===== src/hdl/rmt_ram.sv =====
// Generic single-port RAM with registered read.
// Depends on nothing.
module rmt_ram #(
   parameter int WIDTH = 12,
   parameter int DEPTH = 64
) (
   input  logic                     clock,
   input  logic                     wr_en,
   input  logic [$clog2(DEPTH)-1:0] addr,
   input  logic [WIDTH-1:0]         wr_data,
   output logic [WIDTH-1:0]         rd_data
);
   logic [WIDTH-1:0] mem_ff [DEPTH];
   always_ff @(posedge clock) begin
      if (wr_en) mem_ff[addr] <= wr_data;
      rd_data <= mem_ff[addr];
   end
endmodule


===== config.mk =====
export PLATFORM = sky130hd
export DESIGN_NAME = rmt_ram
export DESIGN_NICKNAME = d
export VERILOG_FILES = /design/src/hdl/rmt_ram.sv
export SDC_FILE = /design/constraint.sdc
export NUM_CORES = 1
export LEC_CHECK = 0
export ABC_AREA = 0
export ABC_CLOCK_PERIOD_IN_PS = 4570
export BUFFER_PORTS_ARGS = -buffer_cell sky130_fd_sc_hd__buf_2
export CORE_MARGIN = 2
export CORE_UTILIZATION = 55
export DETAILED_ROUTE_END_ITERATION = 8
export PLACE_DENSITY_LB_ADDON = 0.08
export RECOVER_POWER = 25
export SLEW_MARGIN = 5
export SYNTH_ARGS = -nofsm -noshare
export SYNTH_HDL_FRONTEND = slang
export SYNTH_SLANG_ARGS = --single-unit

===== constraint.sdc =====
create_clock -name clock -period 4.57 [get_ports clock]
set_input_delay 0.6855 -clock clock [delete_from_list [all_inputs] [get_ports clock]]
set_output_delay 0.6855 -clock clock [all_outputs]
set_load 0.02 [all_outputs]

==> results of run 1 <==
==> cell type report <==
class,instances,area (um2)
flip-flops and latches,780,23300
repair buffers,161,1250
inverters,2,7.51
well taps,696,871
multi-input cells,830,6060
clock buffers,106,2250
clock inverters,40,407
fillers,3830,19800
==> per-layer routing <==
metal,vias to the layer above,GRT usage
li1,7417,-
met1,9169,0.465
met2,1173,0.487
met3,189,0.0681
met4,0,0.123
met5,-,0
==> final timing paths <==
path,startpoint,end,cells past startpoint
min reg2reg,mem_ff[56][3],rd_data[3],3
max reg2reg,mem_ff[26][10],rd_data[10],5
min,mem_ff[56][3],rd_data[3],3
max,wr_data[4],mem_ff[50][4],2
==> cell families after synthesis <==
| logic type | count (synthesis) | synth area share |
|---|---|---|
| AO/OA/AOI/OAI | 495 | 0.117 |
| buffers and inverters | 137 | 0.0230 |
| flip-flops | 780 | 0.777 |
| multiplexers | 111 | 0.0481 |
| AND/OR/NAND/NOR | 224 | 0.0350 |
==> cells in the mapped netlist (12+ instances only) <==
cell type	number
edfxtp_1	768
nand2_1	40
a22oi_1	137
o22ai_1	23
nor3_1	12
buf_4	17
o221ai_1	14
a22o_1	26
mux4_2	20
clkbuf_1	43
buf_2	60
dfxtp_1	12
a221oi_1	89
mux2i_1	49
nor2_1	101
nand3_1	17
mux2_2	37
o21ai_0	60
a21oi_1	91
==> where the power goes <==
group | switching, mW | total, mW | internal [mW]
clock | 2.70 | 6.62 | 3.92
combinational | 0.651 | 0.896 | 0.246
sequential | 0.0326 | 7.96 | 7.93
total | 3.39 | 15.5 | 12.1
==> per-stage QoR <==
stage,utilization,instance area (um2),cells,hold slack [ns],setup slack (ns)
after floorplan,-,30000,1747,0.589,1.68
after global placement,0.584,31500,2469,0.671,0.870
after detailed placement,0.584,31500,2469,0.660,0.874
after CTS,0.634,34200,2615,0.566,1.52
after global routing,0.633,34200,2615,0.726,1.02
final,0.633,34200,2615,0.681,1.13
==> worst register-to-register path, delay by kind of cell, from the launching register on <==
family           cells  cell delay, ns
AO/OA/AOI/OAI        3            1.03
flip-flops           1            0.37
multiplexers         1            0.22
AND/OR/NAND/NOR      1            0.47
==> flip-flops by register name, summed over array words and instances, names as in the netlist <==
register	flops
rd_data	12
mem_ff	768
==> impl_metrics.tcl, run 1 <==
set metrics [dict create \
    run_status "finished, violations left" \
    violations "capacitance limit, slew limit" \
    path_clk_slew_ns 0.06 \
    fin_crit_ns 3.44 \
    viasPerCell 6.86 \
    fin_crit_sh 0.752 \
    drive_above_1_share 0.178 \
    io_buffer_count 31 \
    crit_chain "buf_2, clkbuf_1" \
    met2_length_um 40500 \
    mostFrequentLayoutCell "edfxtp_1" \
    fmax_ghz 0.291 \
    postRouteAntennaNets 0 \
    grt-ovfl-total 0 \
    finalSetupTns_ns 0 \
    fin_skew_ns 0.0236 \
    cts_buffers 79 \
    first_iter_violations 2729 \
    synth_cell_type_count 58 \
    grt_pass1_vias 17282 \
    finalNetCount 1874 \
    crit_type "in2reg" \
    synth_nets 1767 \
    place_congestion 0.914 \
    synth-edff-count 768 \
    synth-seq-cells 780 \
    worst_slew_pin_slew_ns 3.58 \
    leakagePower_nw 10.9 \
    wl_per_cell_um 34.1 \
    syn_to_final_growth_pct 13.8 \
    start_util 0.556 \
    row_count 85 \
    cts_hold_buffers 0 \
    dr.pass1.iters 6 \
    yosysTopAreaCellShare 0.769 \
    grt_pass1_wl_um 128000 \
    grt_max_degree 68 \
    drt-total-wl_um 89200 \
    ios 32 \
    finalMaxSlewViolations 451 \
    hold_class "reg2reg" \
    cpMaxStageDelayCell "clkbuf_1" \
    power.density_nw_per_um2 453 \
    slew_headroom -1.38 \
    start_kind "input pin" \
    vias 17948 \
    cp.arrival_ns 3.33 \
    crit_path_max_fanout 64 \
    yosysTopAreaCell "edfxtp_1" \
    root_buffer "clkbuf_16" \
    cts_tree "built" \
    die_w_um 238 \
    critPathMaxStageDelay_ns 2.49 \
    synth_flop_cell "edfxtp_1" \
    dp_hpwl_um 54500 \
    diodes 0 \
    yosysWarnings 0 \
    yosysSeqAreaShare 0.777 \
    cts_setup_buffers 0 \
    async_flop_share 0 \
    hold_violations 0 \
    critPathTopFamily "buffers and inverters" \
    drc 0 \
    dieArea_um2 56400 \
    wl_met3_um 9740 \
    r2r_setup_slack_ns 2.35 \
    endpoint_kind "flop" \
    grt_setup_unrepaired "no" \
    required_ns 4.46 \
    worst_skew_pair.late_latency_ns 0.63 \
    syn_area_per_cell_um2 17.2 \
    syn_inst 1747 \
    ir_drop_v 0.000330 \
    antenna_found_initial 1 \
    most-common-layout-cells "edfxtp_1 (768), a22oi_1 (137), buf_4 (118)" \
    routed.top_layer "met4" \
    power.total_mw 15.5 \
    cts_buffer_depth 3 \
    chipHeight_um 238 \
    wl_met1_um 35100 \
    netlist_area_um2 30000 \
    finalSetupViolCount 0 \
    cts_resized 0 \
    cts_sinks 780 \
    core_um2 53900 \
    htreeDepth 3 \
    crit_buf_inv 2 \
    synth_area_leaders "edfxtp_1 (77%), a22oi_1 (3.4%), a221oi_1 (2.6%), mux2i_1 (1.6%), a21oi_1 (1.5%)" \
    drv_cap 10 \
    grtUsageTotal 0.322 \
]
(Power assumes the default switching activity.)
==> inputs of run 2 (changes only) <==
ABC_AREA = 1   (was 0)
ABC_CLOCK_PERIOD_IN_PS = 2800   (was 4570)
clock period = 2.8 ns   (was 4.57 ns; I/O delays follow)
==> impl_metrics.tcl, run 2 <==
set metrics [dict create \
    syn_to_final_growth_pct 12.2 \
    cp.arrival_ns 2.62 \
    dr.pass1.iters 5 \
    power.density_nw_per_um2 684 \
    pre_cts_ws_ns -0.0700 \
    placed_cells 3984 \
    final_cells 4133 \
    fin_skew_ns 0.0167 \
    largest_register_ffs 768 \
    required_ns 3.11 \
    io_buffer_count 31 \
    placed_area_um2 34200 \
    grt_pass1_wl_um 130000 \
    finalSetupTns_ns 0 \
    path_clk_slew_ns 0.06 \
    htreeDepth 3 \
    setup_slack_ns 0.488 \
    reg_top3 "mem_ff (768), rd_data (12)" \
    start_kind "input pin" \
    async_flop_share 0 \
    yosysSeqAreaShare 0.711 \
    cts_resized 0 \
    cts_hold_buffers 0 \
    start_util 0.556 \
    slew_headroom -0.247 \
    grtUsageTotal 0.286 \
    dp_hpwl_um 50800 \
    cts_setup_buffers 0 \
    endpoint_kind "flop" \
    final_area_um2 36800 \
    yosysWarnings 0 \
    vias 22167 \
    root_buffer "clkbuf_16" \
    r2r_cells 7 \
    synth-edff-count 768 \
    hold_path_startpoint "wr_data[10]" \
    grt_max_degree 140 \
    grt_setup_unrepaired "no" \
    most-common-layout-cells "nand2_1 (2108), edfxtp_1 (768), buf_4 (104)" \
    timing.rr.start "mem_ff[39][10]" \
    syn_inst 3215 \
    row_count 89 \
    cts_buffer_depth 3 \
    synth-seq-cells 780 \
    finalMaxSlewViolations 268 \
    synth_common_cells "nand2_1 (2108), edfxtp_1 (768), buf_2 (97), nor2_1 (97), inv_1 (28)" \
    yosysTopAreaCell "edfxtp_1" \
    netlist_area_um2 32800 \
    mostFrequentLayoutCell "nand2_1" \
    drc 0 \
    rr_endpoint "rd_data[10]" \
    yosysTopAreaCellShare 0.704 \
    syn_area_per_cell_um2 10.2 \
    hold_depth 1 \
    fin_crit_ns 2.31 \
    cts_sinks 780 \
    synth_flop_cell "edfxtp_1" \
    drt-total-wl_um 86100 \
    violations "capacitance limit, slew limit" \
    antenna_found_initial 6 \
    whs_endpoint "mem_ff[51][10]" \
    chipHeight_um 248 \
    ir_drop_v 0.000505 \
    crit_path_max_fanout 12 \
    cts_buffers 82 \
    crit_start "addr[1]" \
    run_status "finished, violations left" \
    finalNetCount 3315 \
    fmax_ghz 0.433 \
    wl_per_cell_um 20.8 \
    synth_cell_type_count 20 \
    place_congestion 0.877 \
    r2r_setup_slack_ns 1.34 \
    fin_crit_sh 0.826 \
    core_um2 58900 \
    power.total_mw 25.2 \
    drv_cap 7 \
    regMostFlops "mem_ff" \
    hold_violations 0 \
    drive_above_1_share 0.0784 \
    viasPerCell 5.36 \
    first_iter_violations 2477 \
    worst_skew_pair.late_latency_ns 0.63 \
    synth_area_leaders "edfxtp_1 (70%), nand2_1 (24%), buf_2 (1.5%), nor2_1 (1.1%), dfxtp_1 (0.73%)" \
    finalSetupViolCount 0 \
    synth_nets 3235 \
    postRouteAntennaNets 0 \
    crit_type "in2reg" \
    yosysMostFrequentCell "nand2_1" \
    ios 32 \
    hold_class "in2reg" \
    grt-ovfl-total 0 \
    hold_ws_ns 0.463 \
    leakagePower_nw 15.5 \
    cts_tree "built" \
    fin_util 0.624 \
    grt_pass1_vias 20902 \
    dieArea_um2 61500 \
    die_w_um 248 \
    worst_slew_pin_slew_ns 1.87 \
]
==> run 2: cell count changes after synthesis, sizes merged, moves of 28 or more <==
| cell | before | now |
|---|---|---|
| a21oi | 91 | 0 |
| nand2 | 40 | 2108 |
| buf | 92 | 130 |
| mux2i | 49 | 0 |
| mux2 | 40 | 0 |
| a221oi | 89 | 0 |
| inv | 2 | 30 |
| a22oi | 137 | 0 |
| o21ai | 65 | 7 |
==> run 2: final cells by class <==
type                       instances  area, um2
fill                            4710      22100
multi-input combinational       2248       8530
tap                              773        967
sequential                       780      23300
inverter                          30        130
clock inverter                    44        455
clock buffer                     101       2140
timing repair buffer             153       1220
antenna                            4       10.0
==> run 2: how the worst max path moves through the flow <==
stage                               end  depth (start not counted)
after floorplan           mem_ff[40][0]                          5
after global placement    mem_ff[4][11]                          6
after detailed placement  mem_ff[4][10]                          6
after CTS                  mem_ff[4][4]                          6
after global routing       mem_ff[4][4]                          6
final                      mem_ff[4][5]                          6
==> run 2: per-layer routing <==
layer	up-vias	wire, um	GRT usage
met5	-	26	0
met4	4	2340	0.0935
met3	142	6520	0.0431
met2	812	40700	0.455
met1	10667	36600	0.409
li1	10542	-	-
==> run 2: cells by family after synthesis <==
kind of cell / synth area share
AOI/OAI and AO/OA: 0.00221
buffers and inverters: 0.0289
DFF: 0.711
and+or+nand+nor: 0.258
==> run 2: critical path, cell delays in order <==
cell and delay [ns]:
buf_6 0.15, nor2_1 0.55, nand3_1 0.69, buf_4 0.38, nor2_1 0.16, buf_4 0.25
==> run 2: where the power goes <==
part	leakage (nW)	switching [mW]	internal (mW)	total [mW]
Clock	1.26	4.42	6.19	10.6
Sequential	7.01	0.0608	12.9	13.0
Combinational	7.22	1.19	0.370	1.56
